$ cat src/sgw_pkg.sv
package sgw_pkg;

  localparam int MAX_COLUMNS = 32;
  localparam int MAX_ROWS    = 32;

  localparam int DW     = 33;  // coordinate difference
  localparam int AW     = 40;  // boundary numerator
  localparam int PW     = 74;  // cross product
  localparam int CHUNK  = 11;  // multiplier slice
  localparam int NCHUNK = 3;
  localparam int QBITS  = 7;   // saturation step plus six quotient bits

  localparam logic [5:0] RESULT_CAP = 6'd63;

  localparam logic [2:0] REG_ORIGIN_X = 3'd0;
  localparam logic [2:0] REG_ORIGIN_Y = 3'd1;
  localparam logic [2:0] REG_WIDTH    = 3'd2;
  localparam logic [2:0] REG_HEIGHT   = 3'd3;
  localparam logic [2:0] REG_COLUMNS  = 3'd4;
  localparam logic [2:0] REG_ROWS     = 3'd5;

  typedef enum logic [2:0] {
    F_IDLE,
    F_DIV,
    F_TMUL,
    F_AXY,
    F_MUL,
    F_PUSH
  } front_state_t;

  typedef enum logic {
    B_IDLE,
    B_WALK
  } back_state_t;

  typedef struct packed {
    logic signed [31:0] ox;
    logic signed [31:0] oy;
    logic [31:0]        w;
    logic [31:0]        h;
    logic [5:0]         ncol;
    logic [5:0]         nrow;
  } cfg_t;

  typedef struct packed {
    logic [4:0]           cx;
    logic [4:0]           cy;
    logic [4:0]           ex;
    logic [4:0]           ey;
    logic                 sxn;
    logic                 sxneg;
    logic                 syn;
    logic                 syneg;
    logic signed [PW-1:0] px;
    logic signed [PW-1:0] py;
    logic signed [PW-1:0] kx;
    logic signed [PW-1:0] ky;
  } job_t;

endpackage

$ cat src/sgw_fifo.sv
module sgw_fifo (
  input  logic               clk,
  input  logic               rst,
  input  logic               push,
  input  logic               pop,
  input  sgw_pkg::job_t      din,
  output sgw_pkg::job_t      dout,
  output logic               full,
  output logic               empty
);
  import sgw_pkg::*;

  job_t       mem [2];
  logic       wptr;
  logic       rptr;
  logic [1:0] count;

  assign full  = (count == 2'd2);
  assign empty = (count == 2'd0);
  assign dout  = mem[rptr];

  always_ff @(posedge clk) begin
    if (rst) begin
      wptr  <= 1'b0;
      rptr  <= 1'b0;
      count <= '0;
    end else begin
      if (push) begin
        wptr <= ~wptr;
      end
      if (pop) begin
        rptr <= ~rptr;
      end
      count <= count + {1'b0, push} - {1'b0, pop};
    end
  end

  always_ff @(posedge clk) begin
    if (push) begin
      mem[wptr] <= din;
    end
  end

endmodule

$ cat config.mk
export PLATFORM = sky130hd
export DESIGN_NAME = sgw_fifo
export DESIGN_NICKNAME = d
export VERILOG_FILES = /design/src/sgw_pkg.sv /design/src/sgw_fifo.sv
export SDC_FILE = /design/constraint.sdc
export NUM_CORES = 1
export LEC_CHECK = 0
export ABC_AREA = 1
export BUFFER_PORTS_ARGS = -buffer_cell sky130_fd_sc_hd__buf_2
export CAP_MARGIN = 40
export CELL_PAD_IN_SITES_DETAIL_PLACEMENT = 2
export CELL_PAD_IN_SITES_GLOBAL_PLACEMENT = 2
export CORE_MARGIN = 2
export CORE_UTILIZATION = 36
export DETAILED_ROUTE_END_ITERATION = 6
export GPL_ROUTABILITY_DRIVEN = 1
export PLACE_DENSITY_LB_ADDON = 0.1
export SYNTH_ARGS = -nofsm -noshare
export SYNTH_HDL_FRONTEND = slang
export SYNTH_SLANG_ARGS = --single-unit
$ cat constraint.sdc
create_clock -name clk -period 15.8 [get_ports clk]
set_input_delay 2.37 -clock clk [delete_from_list [all_inputs] [get_ports clk]]
set_output_delay 2.37 -clock clk [all_outputs]
set_load 0.02 [all_outputs]
==> results.sh <==
export IMPL_synthCells=1027
export IMPL_layout_nets=2057
export IMPL_avgSynthCellArea_um2=24.2
export IMPL_cts_root_buffer="clkbuf_16"
export IMPL_max_freq_mhz=156
export IMPL_final_area_um2=31200
export IMPL_critPathRequiredTime_ns=13.43
export IMPL_setup_viol=0
export IMPL_place_area_um2=28800
export IMPL_clock_skew_ns=0.0193
export IMPL_utilization_pct=45.6
export IMPL_ys_ff_latch=645
export IMPL_drc=0
export IMPL_postCtsSetupBuffers=0
export IMPL_endpoint_kind="output port"
export IMPL_syn_cell_area_um2=24900
export IMPL_routed_wirelength_um=70100
export IMPL_p_total_mw=4.19
export IMPL_slew_viol_final=0
export IMPL_io_pins=646
export IMPL_grt_pass1_wl_um=96500
export IMPL_routedWlPerCell_um=26.0
export IMPL_holdWs_ns=0.521
export IMPL_initial_core_util_pct=36.3
export IMPL_drt_iter0_drc=699
export IMPL_period_minus_slack_ns=6.42
export IMPL_setup_slack_ns=9.38
export IMPL_synth_distinct_cells=15
export IMPL_setup_tns_ns=0
export IMPL_status="finished clean"
export IMPL_nFillCells=6435
export IMPL_clk_pin_slew_ns=0.05
export IMPL_synth_nets=1353
export IMPL_grt_max_degree=155
export IMPL_yosys_warnings=0
export IMPL_placed_cells=2536
export IMPL_fin_crit_sh_pct=40.6
export IMPL_ir_worst_vdd_mv=0.0971
export IMPL_finalHoldViolations=0
export IMPL_holdPathStages=2
export IMPL_seq_power_share_pct=48.2
export IMPL_ys_seq_area_share_pct=77.7
export IMPL_die_area_um2=71200
export IMPL_postRouteAntennaNets=0
export IMPL_htreeDepth=3
export IMPL_post_place_ws_ns=9.60
export IMPL_leakage_nw=12.3
export IMPL_antenna_found_initial=38
export IMPL_post_cts_resized=0
export IMPL_clk_latency_ns=0.61
export IMPL_vias_per_cell=4.64
export IMPL_io_buffers=645
export IMPL_hold_path_class="reg -> reg"
export IMPL_tightestPinTransition_ns=0.986
export IMPL_first_pass_iters=4
export IMPL_arrival_ns=4.05
export IMPL_drv_cap=0
export IMPL_die_x_um=267
export IMPL_rows=96
export IMPL_comb_power_share_pct=12.8
export IMPL_dp_hpwl_um=50900
export IMPL_core_um2=68500
export IMPL_drive_gt1_share_pct=60.9
export IMPL_swShare_pct=24.4
export IMPL_p_switching_mw=1.02
export IMPL_p_int_mw=3.17
export IMPL_die_h_um=267
export IMPL_grt_pass1_vias=13735
export IMPL_numCtsBuffers=74
export IMPL_path_class="reg -> out"
export IMPL_power_density_nw_per_um2=134
export IMPL_r2r_worst_path_cells=5
export IMPL_num_vias=12495
export IMPL_fin_cells=2693
export IMPL_slew_headroom_pct=34.3
export IMPL_rsz0062_at_grt="false"
export IMPL_clockBufferDepth=3
export IMPL_gp_congestion=0.809
export IMPL_startpoint_type="flop"
export IMPL_areaGrowthSynthToFinish_pct=25.5
export IMPL_cts_tree="done"
export IMPL_grt_util_all_layers_pct=19.1
export IMPL_cts_sinks=645
export IMPL_hold_buffers=0
export IMPL_grt_overflow_total=0
export IMPL_power_frac_clock_pct=39.0
export IMPL_cp_max_fo=49
power groups by stage:
| stage | Clock (mW) | Sequential (mW) | Combinational, mW |
|---|---|---|---|
| after detailed placement | 0 | 2.06 | 0.545 |
| after global routing | 1.74 | 2.03 | 0.568 |
| after global placement | 0 | 2.05 | 0.528 |
| after CTS | 1.69 | 2.02 | 0.547 |
| final | 1.63 | 2.02 | 0.537 |
| after floorplan | 0 | 2.06 | 0.374 |
cells in the mapped netlist:
master | number | area, um^2
buf_6 | 1 | 11.3
inv_1 | 8 | 30.0
mux2_2 | 20 | 225
nand3_1 | 1 | 5.00
nand2_1 | 4 | 15.0
xnor2_1 | 1 | 8.76
nor2_1 | 8 | 30.0
buf_12 | 33 | 661
dfxtp_1 | 5 | 100
ha_1 | 2 | 25.0
buf_2 | 2 | 10.0
edfxtp_1 | 640 | 19200
mux2_4 | 300 | 4500
nor3_1 | 1 | 5.00
a21oi_1 | 1 | 5.00
critical path: stages (launching register included):
cell and delay (ns):
dfxtp_4 0.83, buf_4 0.75, buf_4 0.45, buf_16 0.32, buf_4 0.20, buf_16 0.30
mux2_2 0.37, buf_2 0.16
worst paths after layout:
check | startpoint | to | slack, ns
worst min register to register | rptr | rptr | 0.52
worst max-delay path | flop | dout[8] | 9.38
worst min-delay path | rptr | rptr | 0.52
worst max register to register | wptr | mem[1][219] | 13.54
cells by family after synthesis:
family,synth area share (%)
AND/OR/NAND/NOR,0.221
adder cells (fa/ha/maj),0.101
buffers and inverters,2.86
AO/OA/AOI/OAI,0.0201
XOR/XNOR,0.0352
multiplexers,19.0
flip-flops,77.7
layout make-up:
type                    instances  area (um^2)  area share, %
diodes                         22         55.1          0.176
clock buffers                  93         1970           6.32
clock inverters                41          328           1.05
inverters                       8         37.5          0.120
multi-input cells             338         4830           15.5
flip-flops and latches        645        19300           61.9
well taps                     882         1100           3.54
repair buffers                664         3550           11.4
state kept, by name, indices dropped and copies added (netlist names), named ones only:
name   flops
count      2
mem      640
rptr       1
wptr       1
layout by cell type, fill, tap and decap left out:
cell type	count
a21oi_1	1
buf_12	3
buf_16	7
buf_2	645
buf_4	9
bufinv_16	4
clkbuf_1	14
clkbuf_16	74
clkbuf_8	5
clkinv_1	17
clkinv_2	13
clkinv_8	1
clkinvlp_4	1
dfxtp_1	4
dfxtp_4	1
diode_2	22
edfxtp_1	640
ha_1	2
inv_1	7
inv_16	1
inv_6	4
inv_8	1
mux2_2	20
mux2_4	300
nand2_1	4
nand3_1	1
nor2_1	7
nor2_4	1
nor3_1	1
xnor2_1	1
layer usage:
layer  track usage [%]  vias up  part of all wire (%)
li1                  -     5557                     -
met1              19.8     6354                    35
met2              34.8      407                    54
met3              7.11      143                   7.8
met4              7.27       34                   2.9
met5                 0        -                  0.29
Power figures use the tool's default switching activity.
