## config.mk

```make
export PLATFORM = sky130hd
export DESIGN_NAME = sgw_back
export DESIGN_NICKNAME = d
export VERILOG_FILES = /design/src/sgw_pkg.sv /design/src/sgw_back.sv
export SDC_FILE = /design/constraint.sdc
export NUM_CORES = 1
export LEC_CHECK = 0
export BUFFER_PORTS_ARGS = -buffer_cell sky130_fd_sc_hd__buf_2
export CORE_MARGIN = 4
export CORE_UTILIZATION = 50
export DETAILED_ROUTE_END_ITERATION = 12
export MAX_ROUTING_LAYER = met4
export PLACE_DENSITY = 0.74
export SLEW_MARGIN = 40
export SYNTH_ARGS = -nofsm -noshare
export SYNTH_HDL_FRONTEND = slang
export SYNTH_SLANG_ARGS = --single-unit
```

## constraint.sdc

```tcl
create_clock -name clk -period 15.95 [get_ports clk]
set_input_delay 2.3925 -clock clk [delete_from_list [all_inputs] [get_ports clk]]
set_output_delay 2.3925 -clock clk [all_outputs]
set_load 0.02 [all_outputs]
```

## src/sgw_pkg.sv

```systemverilog
package sgw_pkg;

  localparam int MAX_COLUMNS = 32;
  localparam int MAX_ROWS    = 32;

  localparam int DW     = 33;  // coordinate difference
  localparam int AW     = 40;  // boundary numerator
  localparam int PW     = 74;  // cross product
  localparam int CHUNK  = 11;  // multiplier slice
  localparam int NCHUNK = 3;
  localparam int QBITS  = 7;   // saturation step plus six quotient bits

  localparam logic [5:0] RESULT_CAP = 6'd63;

  localparam logic [2:0] REG_ORIGIN_X = 3'd0;
  localparam logic [2:0] REG_ORIGIN_Y = 3'd1;
  localparam logic [2:0] REG_WIDTH    = 3'd2;
  localparam logic [2:0] REG_HEIGHT   = 3'd3;
  localparam logic [2:0] REG_COLUMNS  = 3'd4;
  localparam logic [2:0] REG_ROWS     = 3'd5;

  typedef enum logic [2:0] {
    F_IDLE,
    F_DIV,
    F_TMUL,
    F_AXY,
    F_MUL,
    F_PUSH
  } front_state_t;

  typedef enum logic {
    B_IDLE,
    B_WALK
  } back_state_t;

  typedef struct packed {
    logic signed [31:0] ox;
    logic signed [31:0] oy;
    logic [31:0]        w;
    logic [31:0]        h;
    logic [5:0]         ncol;
    logic [5:0]         nrow;
  } cfg_t;

  typedef struct packed {
    logic [4:0]           cx;
    logic [4:0]           cy;
    logic [4:0]           ex;
    logic [4:0]           ey;
    logic                 sxn;
    logic                 sxneg;
    logic                 syn;
    logic                 syneg;
    logic signed [PW-1:0] px;
    logic signed [PW-1:0] py;
    logic signed [PW-1:0] kx;
    logic signed [PW-1:0] ky;
  } job_t;

endpackage

```

## src/sgw_back.sv

```systemverilog
module sgw_back (
  input  logic          clk,
  input  logic          rst,
  input  sgw_pkg::cfg_t cfg,
  input  sgw_pkg::job_t job,
  input  logic          empty,
  output logic          pop,
  output logic          cell_valid,
  input  logic          cell_ready,
  output logic [4:0]    column,
  output logic [4:0]    row,
  output logic [9:0]    cell_index,
  output logic          last
);
  import sgw_pkg::*;

  back_state_t          state;
  back_state_t          state_next;
  logic [4:0]           cx;
  logic [4:0]           cy;
  logic [4:0]           ex;
  logic [4:0]           ey;
  logic                 sxn;
  logic                 sxneg;
  logic                 syn;
  logic                 syneg;
  logic signed [PW-1:0] px;
  logic signed [PW-1:0] py;
  logic signed [PW-1:0] kx;
  logic signed [PW-1:0] ky;
  logic [5:0]           cnt;
  logic                 advance;
  logic                 step_x;
  logic                 leave_x;
  logic                 leave_y;
  logic                 fin;
  logic [5:0]           ncol_m1;
  logic [5:0]           nrow_m1;
  logic [10:0]          idx_w;

  assign ncol_m1 = cfg.ncol - 6'd1;
  assign nrow_m1 = cfg.nrow - 6'd1;
  assign step_x  = sxn && (!syn || (px < py));
  assign leave_x = sxneg ? (cx == '0) : (cx == ncol_m1[4:0]);
  assign leave_y = !syn || (syneg ? (cy == '0) : (cy == nrow_m1[4:0]));
  assign fin     = ((cx == ex) && (cy == ey)) || (cnt == RESULT_CAP - 6'd1)
                   || (step_x ? leave_x : leave_y);
  assign idx_w   = ({6'd0, cy} * {5'd0, cfg.ncol}) + {6'd0, cx};

  always_comb begin
    state_next = state;
    unique case (state)
      B_IDLE: if (!empty) begin
        state_next = B_WALK;
      end
      B_WALK: if (advance && fin) begin
        state_next = B_IDLE;
      end
      default: state_next = B_IDLE;
    endcase
  end

  always_comb begin
    pop     = (state == B_IDLE) && !empty;
    advance = (state == B_WALK) && (!cell_valid || cell_ready);
  end

  always_ff @(posedge clk) begin
    if (rst) begin
      state      <= B_IDLE;
      cell_valid <= 1'b0;
    end else begin
      state <= state_next;
      if (advance) begin
        cell_valid <= 1'b1;
      end else if (cell_ready) begin
        cell_valid <= 1'b0;
      end
    end
  end

  always_ff @(posedge clk) begin
    if (pop) begin
      cx    <= job.cx;
      cy    <= job.cy;
      ex    <= job.ex;
      ey    <= job.ey;
      sxn   <= job.sxn;
      sxneg <= job.sxneg;
      syn   <= job.syn;
      syneg <= job.syneg;
      px    <= job.px;
      py    <= job.py;
      kx    <= job.kx;
      ky    <= job.ky;
      cnt   <= '0;
    end else if (advance) begin
      column     <= cx;
      row        <= cy;
      cell_index <= idx_w[9:0];
      last       <= fin;
      cnt        <= cnt + 6'd1;
      if (!fin) begin
        if (step_x) begin
          cx <= sxneg ? (cx - 5'd1) : (cx + 5'd1);
          px <= px + kx;
        end else begin
          cy <= syneg ? (cy - 5'd1) : (cy + 5'd1);
          py <= py + ky;
        end
      end
    end
  end

endmodule

```

==> flow_metrics.tcl <==
set metrics [dict create \
    outcome "finished clean" \
    arrival_ps 3650 \
    place_congestion 0.934 \
    boundaryPins 487 \
    portBuffers 357 \
    cts-root-buf "clkbuf_16" \
    viasPerCell 5.97 \
    grt_usage_pct 28.1 \
    layoutNonFillerInstCount 3566 \
    cellPowerDensity_nw_per_um2 155 \
    grt_overflow 0 \
    ys_seq_area_share_pct 42.4 \
    yosysUniqueCellTypes 78 \
    finalMaxSlewViolations 0 \
    wl_per_cell_um 20.8 \
    cts_buffer_depth 3 \
    dr.pass1.iters 7 \
    synth.avg_cell_area_um2 9.60 \
    synth_edf_count 341 \
    routed_wl_mm 74.3 \
    antenna_found_initial 4 \
    drv_cap 0 \
    hold_viol_final 0 \
    async_flop_share_pct 0 \
    rsz0062_at_grt "false" \
    crit_required_ps 13560 \
    ant_nets 0 \
    synthFlopType "edfxtp_1" \
    slew-limit-headroom_pct 42.0 \
    cts_hold_buf 0 \
    die_h_um 229 \
    vias 21300 \
    ir_drop_v 0.0000961 \
    drtIter0Drc 1896 \
    finalSetupViolations 0 \
    hold_path.class "reg -> reg" \
    endpoint_kind "output pin" \
    initial_core_util_pct 50.9 \
    min_period_ps 6040 \
    synthesis.area_um2 24500 \
    netlist_instances 2554 \
    setup_tns_ps 0 \
    dieArea_um2 52600 \
    fmax_mhz 165 \
    grt_start_max_net_pins 83 \
    post-cts-setup-buffers 0 \
    min_period_over_period_pct 37.9 \
    drive_gt1_share_pct 15.4 \
    finalClockSkew_ps 20.1 \
    grt_pass1_wl_mm 114 \
    htreeDepth 2 \
    drc 0 \
    cts_sinks 349 \
    syn_to_final_growth_pct 15.0 \
    numCtsBuffers 41 \
    synth-seq-cells 349 \
    worst_pin_slew_ps 858 \
    synth_nets 3286 \
    core-area_um2 48100 \
    tritoncts "built" \
    insertion_delay_ps 590 \
    crit_type "in -> out" \
    crit_fanout 61 \
    cts_resized 0 \
    grt_pass1_vias 21100 \
    rows 80 \
    dieWidth_um 229 \
    clk_pin_slew_ps 60 \
    dp_cells 3489 \
    totalPowerFinal_mw 4.36 \
    yosys_warnings 0 \
    nNetsFinal 3608 \
    dp_hpwl_mm 57.7 \
    start_kind "input port" \
    leakage_nw 11.9 \
]
## logic make-up (layout without fill, tap and decap cells)
| logic type | count (synthesis) | after routing | synth area share, % |
|---|---|---|---|
| xor gates and xnor gates | 166 | 166 | 5.93 |
| AOI/OAI and AO/OA | 762 | 762 | 18.9 |
| other | 0 | 6 | 0 |
| buffers and inverters | 238 | 588 | 3.72 |
| DFF | 349 | 349 | 42.4 |
| adders and majority gates | 268 | 268 | 14.3 |
| muxes | 10 | 10 | 0.424 |
| and+or+nand+nor | 761 | 761 | 14.3 |
## cells in the final DEF, fill, tap and decap left out, types with 14 or more instances in the layout
master / netlist / final
nand4_1: 52 / 52
a211oi_1: 27 / 26
nor2b_1: 14 / 14
nand2b_1: 17 / 17
inv_1: 147 / 146
nand2_1: 229 / 229
o21ai_1: 34 / 34
nand3_1: 43 / 43
nor2_1: 246 / 246
xnor2_1: 84 / 84
xor2_1: 82 / 82
a21o_1: 78 / 78
ha_1: 248 / 248
nor4_1: 19 / 19
and4_1: 15 / 15
and3_1: 15 / 15
o21bai_1: 20 / 20
a31oi_1: 21 / 21
fa_1: 20 / 20
o21ai_0: 130 / 130
clkbuf_16: 0 / 41
edfxtp_1: 341 / 341
o211ai_1: 25 / 25
a21oi_1: 318 / 318
and2_1: 20 / 20
nor3_1: 61 / 61
buf_2: 9 / 357
## synth_stat cells (21+ instances only)
library cell / n / share of area, %
edfxtp_1: 341 / 42
o21ai_1: 34 / 0.69
nor3_1: 61 / 1.2
inv_1: 147 / 2.3
nand3_1: 43 / 0.88
ha_1: 248 / 13
nor2_1: 246 / 3.8
nand2_1: 229 / 3.5
xor2_1: 82 / 2.9
a21o_1: 78 / 2.4
a31oi_1: 21 / 0.54
a21oi_1: 318 / 6.5
o211ai_1: 25 / 0.77
o21ai_0: 130 / 2.7
clkbuf_1: 74 / 1.1
xnor2_1: 84 / 3.0
nand4_1: 52 / 1.3
a211oi_1: 27 / 0.83
## stage by stage
stage / hold WS [ps] / util, % / instance area, um2 / setup slack, ps
2_1_floorplan: 424 / - / 24500 / 5510
3_3_place_gp: 466 / 55.8 / 26900 / 9910
3_5_place_dp: 478 / 55.9 / 26900 / 9890
4_1_cts: 496 / 58.5 / 28200 / 9880
5_1_grt: 509 / 58.5 / 28200 / 9830
6_report: 499 / 58.5 / 28200 / 9910
## critical path, cell delays in order
cell	delay, ps
buf_2	110
or2_4	440
inv_8	380
buf_2	260
## final cells by class
class	count	area (um2)
Fill cell	4231	20000
Multi-Input combinational cell	1967	13200
Sequential cell	349	10400
Timing Repair Buffer	369	1890
Clock buffer	48	1050
Tap cell	656	821
Inverter	148	564
Clock inverter	23	209
Antenna cell	6	15.0
## power breakdown
| part | internal (mW) | switching, mW |
|---|---|---|
| combinational | 0.800 | 1.25 |
| sequential | 1.27 | 0.130 |
| clock | 0.522 | 0.390 |
## routing by layer
| metal | up-vias | GRT usage, % | share of wire, % |
|---|---|---|---|
| met2 | 889 | 43.5 | 46 |
| met1 | 10100 | 37.9 | 44 |
| met3 | 140 | 4.29 | 7.6 |
| met4 | 0 | 9.62 | 3.2 |
| met5 | - | - | 0 |
| li1 | 10100 | - | - |
## registers in the layout, summed over array words and instances, names as in the netlist, 5 cells and up
register / cells
px: 74
ey: 5
cx: 5
kx: 74
cnt: 6
row: 5
column: 5
py: 74
cell_index: 10
ex: 5
cy: 5
ky: 74
## path summary, 6_finish.rpt
| path | slack (ps) | depth (start not counted) | endpoint | start |
|---|---|---|---|---|
| setup / recovery | 9910 | 4 | pop | empty |
| hold / removal | 500 | 2 | cnt[5]$_SDFFE_PP0P_ | cnt[5]$_SDFFE_PP0P_ |
| setup reg to reg | 10820 | 11 | px[71]$_DFFE_PP_ | px[9]$_DFFE_PP_ |
| hold reg to reg | 500 | 2 | cnt[5]$_SDFFE_PP0P_ | cnt[5]$_SDFFE_PP0P_ |
Power figures use the tool's default switching activity.
