--- config.mk ---
export PLATFORM = sky130hd
export DESIGN_NAME = sgw_regs
export DESIGN_NICKNAME = d
export VERILOG_FILES = /design/src/sgw_pkg.sv /design/src/sgw_regs.sv
export SDC_FILE = /design/constraint.sdc
export NUM_CORES = 1
export LEC_CHECK = 0
export ABC_AREA = 1
export BUFFER_PORTS_ARGS = -buffer_cell sky130_fd_sc_hd__buf_2
export CORE_MARGIN = 2
export CORE_UTILIZATION = 54
export CTS_CLUSTER_SIZE = 20
export DETAILED_ROUTE_END_ITERATION = 8
export GPL_ROUTABILITY_DRIVEN = 0
export PLACE_DENSITY = 0.94
export SLEW_MARGIN = 10
export SYNTH_ARGS = -nofsm -noshare
export SYNTH_HDL_FRONTEND = slang
export SYNTH_SLANG_ARGS = --single-unit
--- constraint.sdc ---
create_clock -name clk -period 4 [get_ports clk]
set_clock_uncertainty 0.1 [all_clocks]
set_input_delay 0.6 -clock clk [delete_from_list [all_inputs] [get_ports clk]]
set_output_delay 0.6 -clock clk [all_outputs]
set_load 0.05 [all_outputs]
--- src/sgw_pkg.sv ---
package sgw_pkg;

  localparam int MAX_COLUMNS = 32;
  localparam int MAX_ROWS    = 32;

  localparam int DW     = 33;  // coordinate difference
  localparam int AW     = 40;  // boundary numerator
  localparam int PW     = 74;  // cross product
  localparam int CHUNK  = 11;  // multiplier slice
  localparam int NCHUNK = 3;
  localparam int QBITS  = 7;   // saturation step plus six quotient bits

  localparam logic [5:0] RESULT_CAP = 6'd63;

  localparam logic [2:0] REG_ORIGIN_X = 3'd0;
  localparam logic [2:0] REG_ORIGIN_Y = 3'd1;
  localparam logic [2:0] REG_WIDTH    = 3'd2;
  localparam logic [2:0] REG_HEIGHT   = 3'd3;
  localparam logic [2:0] REG_COLUMNS  = 3'd4;
  localparam logic [2:0] REG_ROWS     = 3'd5;

  typedef enum logic [2:0] {
    F_IDLE,
    F_DIV,
    F_TMUL,
    F_AXY,
    F_MUL,
    F_PUSH
  } front_state_t;

  typedef enum logic {
    B_IDLE,
    B_WALK
  } back_state_t;

  typedef struct packed {
    logic signed [31:0] ox;
    logic signed [31:0] oy;
    logic [31:0]        w;
    logic [31:0]        h;
    logic [5:0]         ncol;
    logic [5:0]         nrow;
  } cfg_t;

  typedef struct packed {
    logic [4:0]           cx;
    logic [4:0]           cy;
    logic [4:0]           ex;
    logic [4:0]           ey;
    logic                 sxn;
    logic                 sxneg;
    logic                 syn;
    logic                 syneg;
    logic signed [PW-1:0] px;
    logic signed [PW-1:0] py;
    logic signed [PW-1:0] kx;
    logic signed [PW-1:0] ky;
  } job_t;

endpackage

--- src/sgw_regs.sv ---
module sgw_regs (
  input  logic          clk,
  input  logic          rst,
  input  logic          psel,
  input  logic          penable,
  input  logic          pwrite,
  input  logic [4:0]    paddr,
  input  logic [31:0]   pwdata,
  output logic [31:0]   prdata,
  output sgw_pkg::cfg_t cfg
);
  import sgw_pkg::*;

  logic [31:0] origin_x;
  logic [31:0] origin_y;
  logic [31:0] cell_width;
  logic [31:0] cell_height;
  logic [5:0]  grid_columns;
  logic [5:0]  grid_rows;
  logic        wr_en;
  logic [2:0]  idx;

  assign wr_en = psel && penable && pwrite;
  assign idx   = paddr[4:2];

  always_ff @(posedge clk) begin
    if (rst) begin
      origin_x     <= '0;
      origin_y     <= '0;
      cell_width   <= 32'd65536;
      cell_height  <= 32'd65536;
      grid_columns <= 6'd32;
      grid_rows    <= 6'd32;
    end else if (wr_en) begin
      unique case (idx)
        REG_ORIGIN_X: origin_x     <= pwdata;
        REG_ORIGIN_Y: origin_y     <= pwdata;
        REG_WIDTH:    cell_width   <= pwdata;
        REG_HEIGHT:   cell_height  <= pwdata;
        REG_COLUMNS:  grid_columns <= pwdata[5:0];
        REG_ROWS:     grid_rows    <= pwdata[5:0];
        default: ;
      endcase
    end
  end

  always_comb begin
    unique case (idx)
      REG_ORIGIN_X: prdata = origin_x;
      REG_ORIGIN_Y: prdata = origin_y;
      REG_WIDTH:    prdata = cell_width;
      REG_HEIGHT:   prdata = cell_height;
      REG_COLUMNS:  prdata = {26'd0, grid_columns};
      REG_ROWS:     prdata = {26'd0, grid_rows};
      default:      prdata = '0;
    endcase
  end

  always_comb begin
    cfg.ox = $signed(origin_x);
    cfg.oy = $signed(origin_y);
    cfg.w  = (cell_width == '0) ? 32'd1 : cell_width;
    cfg.h  = (cell_height == '0) ? 32'd1 : cell_height;
    if (grid_columns == '0) begin
      cfg.ncol = 6'd1;
    end else if (grid_columns > 6'(MAX_COLUMNS)) begin
      cfg.ncol = 6'(MAX_COLUMNS);
    end else begin
      cfg.ncol = grid_columns;
    end
    if (grid_rows == '0) begin
      cfg.nrow = 6'd1;
    end else if (grid_rows > 6'(MAX_ROWS)) begin
      cfg.nrow = 6'(MAX_ROWS);
    end else begin
      cfg.nrow = grid_rows;
    end
  end

endmodule

==> impl_metrics.json, run 1 <==
{
  "start_util_pct": 55.50,
  "port-buffer-count": 211,
  "internal_power_mw": 2.362,
  "dp_hpwl_um": 13150,
  "antenna_found_initial": 0,
  "peakVddDrop_uv": 335.0,
  "antenna_left": 0,
  "htree_levels": 4,
  "syn_nets": 1021,
  "grt_usage_pct": 31.11,
  "clockBufferDepth": 2,
  "critPathKind": "in -> out",
  "grt_pass1_wl_um": 31660,
  "cts-buffers-inserted": 17,
  "die_h_um": 112.3,
  "synth_top_family_by_area": "simple AND/OR/NAND/NOR gates",
  "viasPerCell": 5.380,
  "outcome": "finished, final reports clean",
  "layout_commonest_cell": "nor2_1",
  "synth_area_um2": 6337,
  "seqPwrFrac_pct": 44.5,
  "synth_seq_cells": 140,
  "arrival_ps": 2400,
  "avgSynthCellArea_um2": 6.473,
  "p_sw_share_pct": 26.50,
  "pwr_density_cell_nw_per_um2": 414.2,
  "area_delta_synth_final_pct": 22.45,
  "drt_wl_total_um": 19840,
  "worst_pin_slew_ps": 1105,
  "cts_setup_buffers": 0,
  "synth_fa_ha_area_share_pct": 0,
  "drtIter0Drc": 601,
  "power.switching_mw": 0.8519,
  "final_cell_mix": "nor2_1 (331), buf_2 (211), nand2_1 (159)",
  "power_frac_comb_pct": 8.2,
  "finalMaxSlewViolations": 0,
  "drive_gt1_share_pct": 23.92,
  "first_pass_iters": 5,
  "start_kind": "input port",
  "yosys.area.top_type_share_pct": 44.23,
  "gr-total-overflow": 0,
  "required_ps": 3300,
  "fmaxAchievable_mhz": 322.2,
  "crit_fanout": 16,
  "synthSimpleGateAreaFrac_pct": 33.96,
  "rsz0062_at_grt": "no",
  "cts_tree": "yes",
  "hold_buffers": 0,
  "tns_ps": 0,
  "clockPowerShare_pct": 47.3,
  "rows": 39,
  "relSlewSlack_pct": 26.23,
  "ys_async_sr_fraction_pct": 0,
  "num_vias": 6774,
  "maxCapViolCount": 0,
  "synth_top_cell_by_area": "dfxtp_1",
  "cts_sinks": 140,
  "final_net_count": 1145,
  "diodes": 0,
  "fill_cells": 1018,
  "synth_flop_cell": "dfxtp_1",
  "grt_pass1_vias": 6278,
  "core_um2": 11420,
  "synth_edf_count": 0,
  "ys_types": 20,
  "post-route-period-util_pct": 77.58,
  "root_buffer": "clkbuf_16",
  "setup_viol": 0,
  "io_pins": 214,
  "wl_per_cell_um": 15.76,
  "postSynthCellCount": 979,
  "hold_violations": 0,
  "timing.hold.ws_ps": 364.6,
  "path_clk_slew_ps": 60,
  "end_kind": "output port",
  "synthMuxAreaShare_pct": 0,
  "yosys-top-cells-area": "dfxtp_1 (44%), nor2_1 (20%), nand2_1 (9.4%)",
  "remaining_drc_errors": 0,
  "fp.dieW_um": 112.3,
  "p_leak_nw": 3.914,
  "synth_compound_area_share_pct": 12.28,
  "cts_resized": 0,
  "synth_xor_area_share_pct": 0,
  "power.total_mw": 3.214,
  "clk_latency_ps": 400,
  "grt_max_degree": 73,
  "finalCriticalPeriod_ps": 3103,
  "synth_warnings": 0,
  "die_area_um2": 12620,
  "synth_sequential_area_ratio_pct": 44.23,
  "min_path_type": "in -> reg"
}
synth_stat cells (5+ instances only):
cell type  count
inv_1         26
buf_4          7
clkbuf_1      98
nand2_1      159
o21ai_0      105
dfxtp_1      140
a21oi_1        5
o21ai_1       38
nor2_1       331
a22oi_1        5
nand3_1        9
nand4_1       32
buf_2         11
power by group through the flow:
stage / clock (mW) / sequential (mW) / combinational [mW]
after detailed placement: 0 / 1.46 / 0.259
after floorplan: 0 / 1.48 / 0.150
final: 1.52 / 1.43 / 0.264
after global routing: 1.61 / 1.43 / 0.284
after CTS: 1.53 / 1.43 / 0.260
after global placement: 0 / 1.46 / 0.256
through the flow:
step / cells / worst slack, ps / util, % / area, µm²
finish: 1259 / 896.8 / 67.96 / 7760
global route: 1259 / 792.2 / 67.96 / 7760
CTS: 1259 / 947.5 / 67.96 / 7760
detailed placement: 1227 / 948.9 / 62.92 / 7184
global placement: 1227 / 980.1 / 62.92 / 7184
floorplan: 979 / 1507 / - / 6337
final cells by class:
cell class / instances / area [µm²] / share of cell area [%]
multi-input combinational: 691 / 2930 / 37.76
sequential: 140 / 2803 / 36.12
timing repair buffer: 223 / 1159 / 14.93
clock buffer: 18 / 439.2 / 5.659
tap: 143 / 178.9 / 2.306
clock inverter: 14 / 136.4 / 1.758
inverter: 30 / 113.9 / 1.467
registers in the layout, summed over array words and instances, names as in the netlist:
name	count
grid_columns	6
cell_width	32
cell_height	32
origin_x	32
origin_y	32
grid_rows	6
critical path, cell delays in order:
cell	delay, ps
buf_2	180
inv_1	110
nand3_2	170
inv_1	490
buf_4	380
nand2_1	80
nand4_1	110
buf_2	270
metal layers:
metal  part of all wire, %  GRT usage, %
met5                     0             0
met4                   2.8         12.68
met3                   8.5         6.156
met2                    48         53.09
met1                    40         38.67
cell families after synthesis:
| kind of cell | count (synthesis) |
|---|---|
| buffers and inverters | 148 |
| AOI/OAI and AO/OA | 153 |
| DFF | 140 |
| and+or+nand+nor | 538 |
path summary, 6_finish.rpt:
| check | from | endpoint | slack, ps | cells past startpoint |
|---|---|---|---|---|
| hold reg to reg | origin_y[8] | origin_y[8] | 400 | 2 |
| setup reg to reg | origin_x[2] | origin_x[2] | 3180 | 2 |
| hold / removal | pwdata[21] | origin_x[21] | 360 | 3 |
| setup / recovery | paddr[4] | prdata[29] | 900 | 8 |
No activity file was read; power rests on OpenSTA's default activity.
==> inputs of run 2 (changes only) <==
CORE_UTILIZATION = 46   (was 54)
PLACE_DENSITY = 0.86   (was 0.94)
clock period = 2.75 ns   (was 4 ns; I/O delays follow)
==> impl_metrics.json, run 2 (synthesis gave the netlist of run 1 again) <==
{
  "tns_ps": 0,
  "setup_viol": 0,
  "port-buffer-count": 211,
  "hold_buffers": 0,
  "utilization_pct": 59.21,
  "power.total_mw": 4.900,
  "first_pass_iters": 6,
  "num_vias": 6822,
  "layout_commonest_cell": "nor2_1",
  "grt_pass1_wl_um": 31420,
  "relSlewSlack_pct": 19.88,
  "finalCriticalPeriod_ps": 2314,
  "cts_tree": "yes",
  "grt_pass1_vias": 6223,
  "wl_met2_um": 9818,
  "drt_wl_total_um": 20300,
  "cts_sinks": 140,
  "dpl_cell_area_um2": 7278,
  "cts-buffers-inserted": 17,
  "antenna_found_initial": 0,
  "die_area_um2": 14730,
  "min_path_type": "in -> reg",
  "finalMaxSlewViolations": 0,
  "fill_cells": 1270,
  "met1_length_um": 8365,
  "r2r_slack_ps": 1900,
  "route.met3.wl_um": 1524,
  "fp.dieW_um": 121.4,
  "drive_gt1_share_pct": 24.04,
  "pwr_density_cell_nw_per_um2": 620.0,
  "remaining_drc_errors": 0,
  "dp_hpwl_um": 13720,
  "critPathKind": "in -> out",
  "clk_latency_ps": 420,
  "drtIter0Drc": 570,
  "io_pins": 214,
  "arrival_ps": 1800,
  "cts_resized": 0,
  "timing.hold.ws_ps": 140.2,
  "post-route-period-util_pct": 84.15,
  "htree_levels": 4,
  "maxCapViolCount": 0,
  "diodes": 0,
  "end_kind": "output port",
  "grt_max_degree": 58,
  "peakVddDrop_uv": 394.0,
  "core_um2": 13350,
  "area_delta_synth_final_pct": 24.72,
  "hold_violations": 0,
  "gr-total-overflow": 0,
  "p_leak_nw": 3.963,
  "final_net_count": 1148,
  "fmaxAchievable_mhz": 432.1,
  "crit_fanout": 18,
  "viasPerCell": 5.268,
  "antenna_left": 0,
  "path_clk_slew_ps": 60,
  "post-route-cell-area_um2": 7904,
  "start_kind": "input port",
  "required_ps": 2240,
  "wl_per_cell_um": 15.68,
  "die_h_um": 121.4,
  "root_buffer": "clkbuf_16",
  "clockBufferDepth": 2,
  "outcome": "finished, final reports clean",
  "final_cell_mix": "nor2_1 (331), buf_2 (211), nand2_1 (159)",
  "worst_pin_slew_ps": 1200,
  "rows": 42,
  "rsz0062_at_grt": "no",
  "start_util_pct": 47.48,
  "cts_setup_buffers": 0,
  "highest_layer": "met4",
  "grt_usage_pct": 27.52
}
[run 2: final timing paths]
kind | from | endpoint | cells past startpoint
hold reg to reg | origin_y[23] | origin_y[23] | 2
setup reg to reg | cell_height[19] | cell_height[19] | 2
hold / removal | pwdata[16] | cell_width[16] | 3
setup / recovery | paddr[2] | prdata[1] | 10
[run 2: worst max-delay path: stages]
cell,delay [ps]
buf_2,180
nor2_1,150
nand2_1,130
inv_1,90
buf_4,260
nand2_1,80
nand2_1,80
nor2_1,40
nand2_1,100
buf_2,270
[run 2: report_power, final]
part | total (mW) | internal (mW) | switching, mW
Sequential | 2.08 | 2.06 | 0.0255
Combinational | 0.390 | 0.0986 | 0.291
Clock | 2.43 | 1.56 | 0.873
Total | 4.90 | 3.71 | 1.19
[run 2: cell type report]
cell class,instances,area (µm²),area share (%)
Clock buffer,20,456.7,5.778
Tap cell,176,220.2,2.786
Sequential cell,140,2803,35.46
Multi-Input combinational cell,691,2935,37.14
Timing Repair Buffer,226,1206,15.26
Clock inverter,12,168.9,2.137
Inverter,30,113.9,1.441
[run 2: routing by layer]
layer  vias up  track usage, %
met4         0           12.64
met3        56           6.344
met5         -               0
met2       342           45.93
li1       3318               -
met1      3106           33.66
[run 2: per-stage QoR]
stage,std cells,worst slack (ps)
final,1295,435.9
after global routing,1295,316.3
after detailed placement,1263,482.0
after floorplan,979,547.0
after CTS,1295,455.8
after global placement,1263,500.1
